===== src/rtl/scd_pkg.sv =====
// ----------------------------------------------------------------------------
// scd_pkg: shared types and constants of the sector cache clock directory
// Holds the command codes, the fixed port widths and the command and status
// groups between the controller and the datapath.
// ----------------------------------------------------------------------------
package scd_pkg;

    // Command codes of the input item
    localparam logic [1:0] CMD_READ  = 2'd0;
    localparam logic [1:0] CMD_WRITE = 2'd1;
    localparam logic [1:0] CMD_FLUSH = 2'd2;

    // Fixed port widths
    localparam int SLOT_W   = 6;
    localparam int SECTOR_W = 32;

    // Datapath operations issued by the controller
    typedef enum logic [3:0] {
        OP_NONE,
        OP_LOAD,
        OP_LOOKUP,
        OP_HIT,
        OP_SWEEP,
        OP_FILL,
        OP_FL_ADV,
        OP_FL_EMIT,
        OP_EMPTY
    } dp_op_t;

    typedef struct packed {
        dp_op_t op;
        logic   rd_hand;   // read tag memory at the clock hand
        logic   use_hand;  // new entry goes to the clock hand slot
    } ctl_t;

    typedef struct packed {
        logic match;        // valid slot with matching tag under compare
        logic scan_end;     // last slot under compare
        logic empty_found;  // an empty slot was seen during lookup
        logic ref_at_hand;  // reference bit at the clock hand
        logic fl_here;      // slot at the scan index is valid and dirty
        logic cnt_zero;     // no dirty slots
        logic cnt_one;      // exactly one dirty slot
        logic out_free;     // output register can take a result this cycle
    } sts_t;

endpackage


===== src/rtl/sector_cache_clock_directory.sv =====
// ----------------------------------------------------------------------------
// sector_cache_clock_directory: clock second-chance tag directory
// Fully associative sector cache directory with valid, reference and dirty
// bits per slot, a tag memory and a clock hand for victim choice.
// ----------------------------------------------------------------------------
// Usage:
//   Input channel (in_valid/in_stall, cmd, sector) takes one item at a time:
//   read, write or flush. in_stall is high while an item is in progress.
//   Output channel (out_valid/out_stall) carries results; last marks the
//   final result of an item. Read and write give one result, flush gives one
//   result per dirty slot in ascending slot order, or a single empty result.
//   A read or write scans the tag memory one slot per cycle through its
//   single read port, and stops early on a hit. A miss with every slot
//   valid adds the clock sweep, one slot per cycle. A flush steps over clean
//   slots one per cycle and stops on each dirty slot until the output
//   register can take its result; an empty flush scans no slots.
//   Results wait in an output register; while the receiver stalls, the block
//   holds the result and pauses before producing the next one. The next item
//   is taken as soon as the last result of the previous one is registered.
//   Reset clears all valid, reference and dirty bits and the clock hand; no
//   clearing pass runs, so items are accepted right after reset.
// ----------------------------------------------------------------------------
module sector_cache_clock_directory
#(
    parameter int ENTRIES     = 64,
    parameter int SECTOR_BITS = 32
)
(
    input  logic                         clk,
    input  logic                         rst_n,
    input  logic                         in_valid,
    output logic                         in_stall,
    input  logic [1:0]                   cmd,
    input  logic [scd_pkg::SECTOR_W-1:0] sector,
    output logic                         out_valid,
    input  logic                         out_stall,
    output logic                         hit,
    output logic [scd_pkg::SLOT_W-1:0]   slot,
    output logic                         fill_needed,
    output logic                         writeback_valid,
    output logic [scd_pkg::SECTOR_W-1:0] writeback_sector,
    output logic                         last
);
    import scd_pkg::*;

    ctl_t ctl;
    sts_t sts;

    // Sequencer
    scd_ctrl u_ctrl
    (
        .clk      (clk),
        .rst_n    (rst_n),
        .in_valid (in_valid),
        .in_stall (in_stall),
        .cmd      (cmd),
        .sts      (sts),
        .ctl      (ctl)
    );

    // Slot state, tags and results
    scd_datapath
    #(
        .ENTRIES     (ENTRIES),
        .SECTOR_BITS (SECTOR_BITS)
    )
    u_datapath
    (
        .clk              (clk),
        .rst_n            (rst_n),
        .cmd              (cmd),
        .sector           (sector),
        .ctl              (ctl),
        .sts              (sts),
        .out_valid        (out_valid),
        .out_stall        (out_stall),
        .hit              (hit),
        .slot             (slot),
        .fill_needed      (fill_needed),
        .writeback_valid  (writeback_valid),
        .writeback_sector (writeback_sector),
        .last             (last)
    );

endmodule


===== src/rtl/scd_ctrl.sv =====
// ----------------------------------------------------------------------------
// scd_ctrl: sequencer of the sector cache clock directory
// Accepts one item at a time and steps the datapath through lookup,
// clock sweep, entry fill and flush scan.
// ----------------------------------------------------------------------------
module scd_ctrl
(
    input  logic          clk,
    input  logic          rst_n,
    input  logic          in_valid,
    output logic          in_stall,
    input  logic [1:0]    cmd,
    input  scd_pkg::sts_t sts,
    output scd_pkg::ctl_t ctl
);
    import scd_pkg::*;

    typedef enum logic [3:0] {
        S_IDLE,
        S_LOOKUP,
        S_MISS,
        S_HIT,
        S_SWEEP,
        S_VICTIM,
        S_FL_SCAN,
        S_FL_EMIT,
        S_EMPTY
    } state_t;

    state_t state_reg;
    state_t state_next;

    // Take a new item only when no item is in progress
    assign in_stall = (state_reg != S_IDLE);

    // Next state and datapath command
    always_comb
    begin
        state_next   = state_reg;
        ctl.op       = OP_NONE;
        ctl.rd_hand  = 1'b0;
        ctl.use_hand = 1'b0;
        case (state_reg)
            S_IDLE:
            begin
                if (in_valid)
                begin
                    case (cmd)
                        CMD_READ, CMD_WRITE:
                        begin
                            ctl.op     = OP_LOAD;
                            state_next = S_LOOKUP;
                        end
                        CMD_FLUSH:
                        begin
                            ctl.op = OP_LOAD;
                            if (sts.cnt_zero)
                                state_next = S_EMPTY;
                            else
                                state_next = S_FL_SCAN;
                        end
                        default:
                            state_next = S_IDLE;
                    endcase
                end
            end
            S_LOOKUP:
            begin
                ctl.op = OP_LOOKUP;
                if (sts.match)
                    state_next = S_HIT;
                else if (sts.scan_end)
                    state_next = S_MISS;
            end
            S_HIT:
            begin
                if (sts.out_free)
                begin
                    ctl.op     = OP_HIT;
                    state_next = S_IDLE;
                end
            end
            S_MISS:
            begin
                if (!sts.empty_found)
                    state_next = S_SWEEP;
                else if (sts.out_free)
                begin
                    ctl.op     = OP_FILL;
                    state_next = S_IDLE;
                end
            end
            S_SWEEP:
            begin
                ctl.op      = OP_SWEEP;
                ctl.rd_hand = 1'b1;
                if (!sts.ref_at_hand)
                    state_next = S_VICTIM;
            end
            S_VICTIM:
            begin
                ctl.rd_hand  = 1'b1;
                ctl.use_hand = 1'b1;
                if (sts.out_free)
                begin
                    ctl.op     = OP_FILL;
                    state_next = S_IDLE;
                end
            end
            S_FL_SCAN:
            begin
                if (sts.fl_here)
                    state_next = S_FL_EMIT;
                else
                    ctl.op = OP_FL_ADV;
            end
            S_FL_EMIT:
            begin
                if (sts.out_free)
                begin
                    ctl.op = OP_FL_EMIT;
                    if (sts.cnt_one)
                        state_next = S_IDLE;
                    else
                        state_next = S_FL_SCAN;
                end
            end
            S_EMPTY:
            begin
                if (sts.out_free)
                begin
                    ctl.op     = OP_EMPTY;
                    state_next = S_IDLE;
                end
            end
            default:
                state_next = S_IDLE;
        endcase
    end

    // Hold state
    always_ff @(posedge clk or negedge rst_n)
    begin
        if (!rst_n)
            state_reg <= S_IDLE;
        else
            state_reg <= state_next;
    end

endmodule


===== src/rtl/scd_datapath.sv =====
// ----------------------------------------------------------------------------
// scd_datapath: slot state, tag memory and result register
// Keeps valid, reference and dirty bits, the clock hand, a dirty count and
// the sector tags, and performs the step that the controller commands.
// ----------------------------------------------------------------------------
module scd_datapath
#(
    parameter int ENTRIES     = 64,
    parameter int SECTOR_BITS = 32
)
(
    input  logic                           clk,
    input  logic                           rst_n,
    input  logic [1:0]                     cmd,
    input  logic [scd_pkg::SECTOR_W-1:0]   sector,
    input  scd_pkg::ctl_t                  ctl,
    output scd_pkg::sts_t                  sts,
    output logic                           out_valid,
    input  logic                           out_stall,
    output logic                           hit,
    output logic [scd_pkg::SLOT_W-1:0]     slot,
    output logic                           fill_needed,
    output logic                           writeback_valid,
    output logic [scd_pkg::SECTOR_W-1:0]   writeback_sector,
    output logic                           last
);
    import scd_pkg::*;

    localparam int IDX_W = $clog2(ENTRIES);
    localparam int CNT_W = $clog2(ENTRIES + 1);
    localparam int TAG_W = (SECTOR_BITS < SECTOR_W) ? SECTOR_BITS : SECTOR_W;
    localparam logic [IDX_W-1:0] IDX_LAST = IDX_W'(ENTRIES - 1);

    // Slot state
    logic [ENTRIES-1:0] valid_reg, valid_next;
    logic [ENTRIES-1:0] ref_reg, ref_next;
    logic [ENTRIES-1:0] dirty_reg, dirty_next;
    logic [IDX_W-1:0]   hand_reg, hand_next;
    logic [CNT_W-1:0]   cnt_reg, cnt_next;

    // Scan control
    logic [IDX_W-1:0]   idx_reg, idx_next;
    logic               chk_vld_reg, chk_vld_next;
    logic [IDX_W-1:0]   chk_idx_reg, chk_idx_next;
    logic               empty_found_reg, empty_found_next;
    logic [IDX_W-1:0]   empty_idx_reg, empty_idx_next;
    logic [IDX_W-1:0]   sel_reg, sel_next;
    logic               is_write_reg, is_write_next;
    logic [TAG_W-1:0]   sec_reg, sec_next;

    // Result register
    logic                out_valid_reg, out_valid_next;
    logic                hit_reg, hit_next;
    logic [SLOT_W-1:0]   slot_reg, slot_next;
    logic                fill_reg, fill_next;
    logic                wbv_reg, wbv_next;
    logic [SECTOR_W-1:0] wbs_reg, wbs_next;
    logic                last_reg, last_next;

    // Tag memory
    logic [TAG_W-1:0]    tag_mem [ENTRIES];
    logic [TAG_W-1:0]    tag_q;
    logic [IDX_W-1:0]    rd_addr;
    logic                mem_we;

    logic                chk_hit;
    logic                idx_last;
    logic                hand_last;
    logic [IDX_W-1:0]    new_slot;
    logic                victim_dirty;

    assign rd_addr      = ctl.rd_hand ? hand_reg : idx_reg;
    assign idx_last     = (idx_reg == IDX_LAST);
    assign hand_last    = (hand_reg == IDX_LAST);
    assign chk_hit      = chk_vld_reg && valid_reg[chk_idx_reg] && (tag_q == sec_reg);
    assign new_slot     = ctl.use_hand ? hand_reg : empty_idx_reg;
    assign victim_dirty = valid_reg[new_slot] & dirty_reg[new_slot];

    // Status toward the controller
    always_comb
    begin
        sts.match       = chk_hit;
        sts.scan_end    = chk_vld_reg && (chk_idx_reg == IDX_LAST);
        sts.empty_found = empty_found_reg;
        sts.ref_at_hand = ref_reg[hand_reg];
        sts.fl_here     = valid_reg[idx_reg] & dirty_reg[idx_reg];
        sts.cnt_zero    = (cnt_reg == '0);
        sts.cnt_one     = (cnt_reg == CNT_W'(1));
        sts.out_free    = !out_valid_reg || !out_stall;
    end

    // Execute the commanded step
    always_comb
    begin
        valid_next       = valid_reg;
        ref_next         = ref_reg;
        dirty_next       = dirty_reg;
        hand_next        = hand_reg;
        cnt_next         = cnt_reg;
        idx_next         = idx_reg;
        chk_vld_next     = chk_vld_reg;
        chk_idx_next     = chk_idx_reg;
        empty_found_next = empty_found_reg;
        empty_idx_next   = empty_idx_reg;
        sel_next         = sel_reg;
        is_write_next    = is_write_reg;
        sec_next         = sec_reg;
        mem_we           = 1'b0;
        out_valid_next   = out_valid_reg && out_stall;
        hit_next         = hit_reg;
        slot_next        = slot_reg;
        fill_next        = fill_reg;
        wbv_next         = wbv_reg;
        wbs_next         = wbs_reg;
        last_next        = last_reg;
        case (ctl.op)
            OP_LOAD:
            begin
                is_write_next    = (cmd == CMD_WRITE);
                sec_next         = sector[TAG_W-1:0];
                idx_next         = '0;
                chk_vld_next     = 1'b0;
                empty_found_next = 1'b0;
            end
            OP_LOOKUP:
            begin
                if (!idx_last)
                    idx_next = idx_reg + 1'b1;
                chk_vld_next = 1'b1;
                chk_idx_next = idx_reg;
                if (chk_vld_reg && !valid_reg[chk_idx_reg] && !empty_found_reg)
                begin
                    empty_found_next = 1'b1;
                    empty_idx_next   = chk_idx_reg;
                end
                if (chk_hit)
                    sel_next = chk_idx_reg;
            end
            OP_HIT:
            begin
                ref_next[sel_reg] = 1'b1;
                if (is_write_reg && !dirty_reg[sel_reg])
                begin
                    dirty_next[sel_reg] = 1'b1;
                    cnt_next            = cnt_reg + 1'b1;
                end
                out_valid_next = 1'b1;
                hit_next       = 1'b1;
                slot_next      = SLOT_W'(sel_reg);
                fill_next      = 1'b0;
                wbv_next       = 1'b0;
                wbs_next       = '0;
                last_next      = 1'b1;
            end
            OP_SWEEP:
            begin
                // Clear the reference bit and advance past a referenced slot
                if (ref_reg[hand_reg])
                begin
                    ref_next[hand_reg] = 1'b0;
                    hand_next          = hand_last ? '0 : hand_reg + 1'b1;
                end
            end
            OP_FILL:
            begin
                valid_next[new_slot] = 1'b1;
                ref_next[new_slot]   = 1'b1;
                dirty_next[new_slot] = is_write_reg;
                mem_we               = 1'b1;
                cnt_next = cnt_reg + CNT_W'(is_write_reg) - CNT_W'(victim_dirty);
                out_valid_next = 1'b1;
                hit_next       = 1'b0;
                slot_next      = SLOT_W'(new_slot);
                fill_next      = !is_write_reg;
                wbv_next       = victim_dirty;
                wbs_next       = victim_dirty ? SECTOR_W'(tag_q) : '0;
                last_next      = 1'b1;
            end
            OP_FL_ADV:
            begin
                if (!idx_last)
                    idx_next = idx_reg + 1'b1;
            end
            OP_FL_EMIT:
            begin
                dirty_next[idx_reg] = 1'b0;
                cnt_next            = cnt_reg - 1'b1;
                if (!idx_last)
                    idx_next = idx_reg + 1'b1;
                out_valid_next = 1'b1;
                hit_next       = 1'b0;
                slot_next      = SLOT_W'(idx_reg);
                fill_next      = 1'b0;
                wbv_next       = 1'b1;
                wbs_next       = SECTOR_W'(tag_q);
                last_next      = (cnt_reg == CNT_W'(1));
            end
            OP_EMPTY:
            begin
                out_valid_next = 1'b1;
                hit_next       = 1'b0;
                slot_next      = '0;
                fill_next      = 1'b0;
                wbv_next       = 1'b0;
                wbs_next       = '0;
                last_next      = 1'b1;
            end
            default:
            begin
                mem_we = 1'b0;
            end
        endcase
    end

    // Hold control state
    always_ff @(posedge clk or negedge rst_n)
    begin
        if (!rst_n)
        begin
            valid_reg       <= '0;
            ref_reg         <= '0;
            dirty_reg       <= '0;
            hand_reg        <= '0;
            cnt_reg         <= '0;
            chk_vld_reg     <= 1'b0;
            empty_found_reg <= 1'b0;
            out_valid_reg   <= 1'b0;
        end
        else
        begin
            valid_reg       <= valid_next;
            ref_reg         <= ref_next;
            dirty_reg       <= dirty_next;
            hand_reg        <= hand_next;
            cnt_reg         <= cnt_next;
            chk_vld_reg     <= chk_vld_next;
            empty_found_reg <= empty_found_next;
            out_valid_reg   <= out_valid_next;
        end
    end

    // Hold payload
    always_ff @(posedge clk)
    begin
        idx_reg       <= idx_next;
        chk_idx_reg   <= chk_idx_next;
        empty_idx_reg <= empty_idx_next;
        sel_reg       <= sel_next;
        is_write_reg  <= is_write_next;
        sec_reg       <= sec_next;
        hit_reg       <= hit_next;
        slot_reg      <= slot_next;
        fill_reg      <= fill_next;
        wbv_reg       <= wbv_next;
        wbs_reg       <= wbs_next;
        last_reg      <= last_next;
    end

    // Tag memory: one write port, one registered read port
    always_ff @(posedge clk)
    begin
        if (mem_we)
            tag_mem[new_slot] <= sec_reg;
        tag_q <= tag_mem[rd_addr];
    end

    assign out_valid        = out_valid_reg;
    assign hit              = hit_reg;
    assign slot             = slot_reg;
    assign fill_needed      = fill_reg;
    assign writeback_valid  = wbv_reg;
    assign writeback_sector = wbs_reg;
    assign last             = last_reg;

`ifndef SYNTHESIS
    // Dirty count tracks the valid dirty slots
    a_cnt_matches: assert property (@(posedge clk) disable iff (!rst_n)
        cnt_reg == CNT_W'($countones(valid_reg & dirty_reg)))
        else $error("dirty count out of step with dirty bits");

    // A dirty slot is always valid
    a_dirty_valid: assert property (@(posedge clk) disable iff (!rst_n)
        (dirty_reg & ~valid_reg) == '0)
        else $error("dirty bit set on an empty slot");

    // Slots never become empty once filled
    a_valid_sticky: assert property (@(posedge clk) disable iff (!rst_n)
        ($past(valid_reg) & ~valid_reg) == '0)
        else $error("valid bit cleared");

    // Clock hand stays within the slot range
    a_hand_range: assert property (@(posedge clk) disable iff (!rst_n)
        hand_reg <= IDX_LAST)
        else $error("clock hand out of range");
`endif

endmodule

===== config.mk =====
export PLATFORM = sky130hd
export DESIGN_NAME = sector_cache_clock_directory
export DESIGN_NICKNAME = d
export VERILOG_FILES = /design/src/rtl/scd_pkg.sv /design/src/rtl/sector_cache_clock_directory.sv /design/src/rtl/scd_ctrl.sv /design/src/rtl/scd_datapath.sv
export SDC_FILE = /design/constraint.sdc
export NUM_CORES = 2
export LEC_CHECK = 0
export ABC_CLOCK_PERIOD_IN_PS = 8250
export BUFFER_PORTS_ARGS = -buffer_cell sky130_fd_sc_hd__clkbuf_2
export CORE_UTILIZATION = 60
export DETAILED_ROUTE_END_ITERATION = 16
export PLACE_DENSITY = 0.76
export SETUP_SLACK_MARGIN = 0.2
export SKIP_CTS_REPAIR_TIMING = 1
export SLEW_MARGIN = 40
export SYNTH_ARGS = -nofsm -noshare
export SYNTH_HDL_FRONTEND = slang
export SYNTH_HIERARCHICAL = 1
export SYNTH_SLANG_ARGS = --single-unit

===== constraint.sdc =====
create_clock -name clk -period 8.25 [get_ports clk]
set_input_delay 1.2375 -clock clk [delete_from_list [all_inputs] [get_ports clk]]
set_output_delay 1.2375 -clock clk [all_outputs]
set_load 0.01 [all_outputs]

## Word-level counts from Yosys, hierarchy flattened

Memories as Yosys holds them, arrays and structs flattened. A register that Yosys moved wholly into a read port is not among the register bits.
Index checks and enable logic that the tools add are counted.

| storage, ports and cells | value |
|---|---|
| flip-flop bits (word level) | 311 |
| RAM bits | 2048 |
| input port bits | 38 |
| output and inout port bits | 44 |
| word-level logic and storage cells | 199 |
| memories kept | 1 |

| cells by class | value |
|---|---|
| $add $sub $neg | 6 |
| magnitude comparators | 9 |
| eq/ne operators | 32 |
| multiplexer cells | 71 |
| bitwise operators | 10 |
| reductions and logical operators | 49 |

Memories:

| memory | depth | bits a word | rd ports | clocked after Yosys merged registers in | write ports | RTL line | source |
|---|---|---|---|---|---|---|---|
| u_datapath.tag_mem | 64 | 32 | 1 | 1 | 1 | scd_datapath.sv:61 | `logic [TAG_W-1:0] tag_mem [ENTRIES];` |

Operators by type and width:

| cell | count |
|---|---|
| 64-bit case mux with 3 select lines | 2 |
| 64-bit bitwise OR | 4 |
| 64-bit AND | 2 |
| 64-bit 2-to-1 mux | 2 |
| 64-bit inverter | 2 |
| 32-bit case mux with 3 select lines | 1 |
| 64-bit bitwise mux | 1 |
| 4-bit 2-to-1 mux | 12 |
| 1-bit binary-select mux with 6-bit select | 7 |
| 4-bit case mux with 9 select lines | 1 |
| 6-bit by 7-bit less-than comparator with 1-bit output (second input constant) | 5 |
| 32-bit equality test | 1 |
| 4-bit by 3-bit equality test with 1-bit output (second input constant) | 8 |
| 32-bit 2-to-1 mux | 1 |
| 4-bit case mux with 7 select lines | 1 |
| 1-bit demux with 6-bit select | 4 |
| 6-bit by 1-bit greater-or-equal comparator with 1-bit output (second input constant) | 4 |
| 6-bit 2-to-1 mux | 4 |
| 6-bit case mux with 4 select lines | 1 |
| 7-bit case mux with 3 select lines | 1 |
| 1-bit 2-to-1 mux | 19 |
| 6-bit equality test (second input constant) | 3 |
| 3-bit OR reduction | 6 |
| 4-bit by 2-bit equality test with 1-bit output (second input constant) | 4 |
| 34 further kinds | 81 |

## Longest topological paths before layout

| logic depth | value |
|---|---|
| depth in word-level cells | 9 |
| depth in mapped cells | 25 |
| depth with buffers taken out | 22 |

## Hierarchy

Netlist, hierarchy kept.

By module, submodules not included:

| module | instances | cells an instance | area an instance (um2) | sequential area each (um2) |
|---|---|---|---|---|
| scd_datapath | 1 | 5537 | 97673.7 | 70317.4 |
| scd_ctrl | 1 | 66 | 509.2 | 100.1 |

## Worst setup path before layout

No wires, ideal clock.

| timing path | value |
|---|---|
| path kind | register to register |
| from | register u_datapath.idx_reg[2] |
| to | memory u_datapath/tag_mem[23][0] (netlist bit) (enable) |
| library setup time | 0.424 ns |
| arrival | 5.325 ns |
| required time | 7.826 ns |
| setup slack | 2.502 ns |
| stages on the path, launching flop included | 20 |
| path buffers | 6 |
| period minus slack after synthesis | 5.748 ns |
| path through | edfxtp_1 -> buf_1 -> and3_1 -> clkbuf_1 -> clkbuf_1 -> a22oi_1 -> nand4_1 -> a22o_1 -> a221oi_1 -> a31oi_1 -> a21oi_1 -> a21oi_1 -> o21ai_0 -> nand2b_1 -> or2_2 -> clkbuf_1 -> clkbuf_1 -> or3_1 -> clkbuf_1 -> nor2_1 |

RTL lines:

| item | RTL line | source |
|---|---|---|
| from (decl) | scd_datapath.sv:42 | `logic [IDX_W-1:0] idx_reg, idx_next;` |
| from (signal assigned) | scd_datapath.sv:245 | `idx_reg <= idx_next;` |
| to (decl) | scd_datapath.sv:61 |  |

==> results.tsv <==
stage	metric	value	unit
outcome	outcome	completed	
routing	wl_per_cell	36.2	µm
synth	ys_seq_area_frac	0.717	
synth	synthDistinctLibCells	84	
worst_setup_path	cp_max_fo	21	
worst_setup_path	timing.rr.end	u_datapath/tag_mem[61][6]	
pwr	powerDensity	390	nW/µm²
die	core-area	163000	µm²
timing	setup_viol	0	
worst_setup_path	path_buf_inv	3	
timing	setup_ws	1.15	ns
die	pin_count	82	
pwr	power	43.0	mW
routing	finalWirelength	295000	µm
pwr	vdd_drop_max	295	µV
worst_setup_path	crit_path_top_delay_cell	nor2_4	
timing	rsz0062_at_grt	false	
worst_setup_path	cp-end-kind	register	
placement	post-place-ws	1.32	ns
pwr	intPower	26.3	mW
timing	finalCritPeriodShare	0.861	
global_route	grt_pass1_vias	57000	
synth	ys_seq_elements	2391	
clock_network	cts_made_buffers	222	
placement	port_buffers	81	
die	row_count	148	
worst_setup_path	crit_top_cell	buf_4	
synth	mappedNetlistNets	5665	
worst_setup_path	critPathLaunchType	register	
worst_setup_path	cp_cell_sequence	and3b_1 -> buf_4 -> a22oi_1 -> nand4_1 -> a22o_1 -> a221oi_1 -> a31oi_1 -> a21oi_1 -> a21oi_1 -> o21ai_0 -> nand2b_1 -> or2_2 -> nor2_1 -> buf_4 -> nand2_1 -> nor2_4 -> buf_4	
synth	synth_top_area_cell	edfxtp_1	
timing	post-route-min-period	7.10	ns
worst_setup_path	cp-startpoint	u_datapath/idx_reg[2]	
routing	drtIter0Drc	8828	
final_layout	fin_area	110000	µm²
clock_network	clk_pin_slew	0.07	ns
placement	dpl.hpwl	179000	µm
die	die_y	407	µm
timing	fmax	141	MHz
synth	synth_edf_count	2147	
timing	maxSlewHeadroom	0.342	
clock_network	cts_sinks	2391	
placement	dpl.cell_count	7728	
timing	report.final.hold_viol_count	0	
pwr	static-leakage-power	35.8	nW
final_layout	regMostFlops	u_datapath/tag_mem	
synth	yosys_warnings	6	
routing	drt-pass1-iter-count	8	
pwr	pwr-share-seq	0.369	
synth	synth_area	98200	µm²
worst_setup_path	r2r_setup_slack	1.15	ns
routing	ant_nets	0	
worst_setup_path	max_stage_delay	0.86	ns
synth	synth_top_area_frac	0.657	
global_route	grt_overflow_total	0	
worst_setup_path	crit_family	simple AND/OR/NAND/NOR gates	
final_layout	largest_reg_flops	2048	
global_route	track_usage	0.362	
die	die-area	165000	µm²
die	initial_core_util	0.604	
worst_setup_path	timing.rr.start	u_datapath/idx_reg[2]	
final_layout	drive_above_1_share	0.245	
pwr	pwr-share-comb	0.398	
clock_network	clk_path_buf_depth	3	
global_route	grt_pass1_wl	418000	µm
synth	yosys-top-cells-area	edfxtp_1 (66%), mux4_2 (12%), dfrtp_1 (5.4%), nand2_1 (1.6%), a211oi_1 (1.3%)	
routing	drc	0	
timing	max_slew.worst_pin.slew	0.987	ns
clock_network	cts_tree	done	
die	die_w	407	µm
synth	synth_flop_cell	edfxtp_1	
worst_setup_path	path_class	register to register	
worst_hold_path	hold_path_class	input port to asynchronous set/reset pin	
final_layout	synthToLayoutAreaGrowth	12.3	%
final_layout	final_cells	8152	
worst_setup_path	worstPathRequired	8.81	ns
final_layout	nets	5850	
clock_network	h-tree-depth	4	
routing	vias	58300	
synth	synthCells	5603	
worst_setup_path	worst_ep_arrival_time	7.66	ns
synth	synthArstFlopShare	0.0887	
pwr	clkPwrFrac	0.233	
final_layout	final_cell_mix	edfxtp_1 (2147), mux4_2 (541), nand2_1 (420)	
timing	slew_violations	0	
pwr	p_sw	16.7	mW
synth	avgSynthCellArea	17.5	µm²
clock_network	cts_root_buf	clkbuf_16	
pwr	sw_frac_of_total	0.388	
global_route	grt_max_degree	122	
timing	finalSetupTns	0	ns
worst_setup_path	reg2reg_depth	17	
placement	dpl_cell_area	103000	µm²
flow_run	drv_cap	0	
routing	viasPerCell	7.16	
global_route	grt_antenna_before_repair	18	
clock_network	clock_latency	0.90	ns
placement	gp_congestion	1.01	
final_layout	layout_commonest_cell	edfxtp_1	
timing	fin_skew	0.0618	ns
cell usage after synthesis (89+ instances only):
cell type  number
nand3_1       204
o21ai_0        89
nor3_1        102
edfxtp_1     2147
dfrtp_1       212
clkbuf_1      234
and2_1        139
a21oi_1       130
a31oi_1       147
mux4_2        541
nor2_1        143
nand2_1       422
a211oi_1      169
kinds of logic (layout without fill, tap and decap cells):
family,after synthesis,in the layout,synth area share
buffers and inverters,436,808,0.0206
other,0,2,0
multiplexers,592,592,0.130
adder cells (fa/ha/maj),24,24,0.00313
AND/OR/NAND/NOR,1232,1232,0.0630
XOR/XNOR,52,52,0.00464
AO/OA/AOI/OAI,876,876,0.0616
flip-flops,2391,2391,0.717
how the worst max path moves through the flow:
stage                                      end  slack (ns)  depth (start not counted)
floorplan            u_datapath/tag_mem[23][0]        2.50                         19
global placement         u_datapath/cnt_reg[6]        1.41                         24
detailed placement   u_datapath/tag_mem[42][8]        1.32                         17
CTS                 u_datapath/tag_mem[42][19]        1.27                         17
global route         u_datapath/tag_mem[61][6]        0.85                         17
finish               u_datapath/tag_mem[61][6]        1.15                         17
routing by layer:
metal,global-route usage,vias to the layer above,part of all wire
li1,-,23100,-
met1,0.489,30000,0.35
met2,0.544,4449,0.46
met3,0.0932,797,0.12
met4,0.196,12,0.065
met5,0,-,0.00035
stage by stage:
step                       util  hold slack [ns]
final                     0.678            0.383
after floorplan               -            0.439
after detailed placement  0.633            0.477
after CTS                 0.676            0.401
after global placement    0.628            0.469
after global routing      0.678            0.424
power by group through the flow:
stage                     Sequential, mW  Combinational (mW)  Clock, mW
final                               15.8                17.1       10.0
after global routing                15.8                17.7       10.5
after CTS                           15.8                16.7       10.1
after detailed placement            16.0                16.5          0
after global placement              16.0                16.1          0
after floorplan                     16.1                9.92          0
area by class of cell:
cell class	instances	area (µm²)
fill	10300	52400
timing repair buffer	363	3320
antenna	2	5.00
multi-input combinational	2776	26600
clock inverter	137	1170
tap	2175	2720
clock buffer	274	5860
inverter	34	128
sequential	2391	70400
No activity file was read; power rests on OpenSTA's default activity.
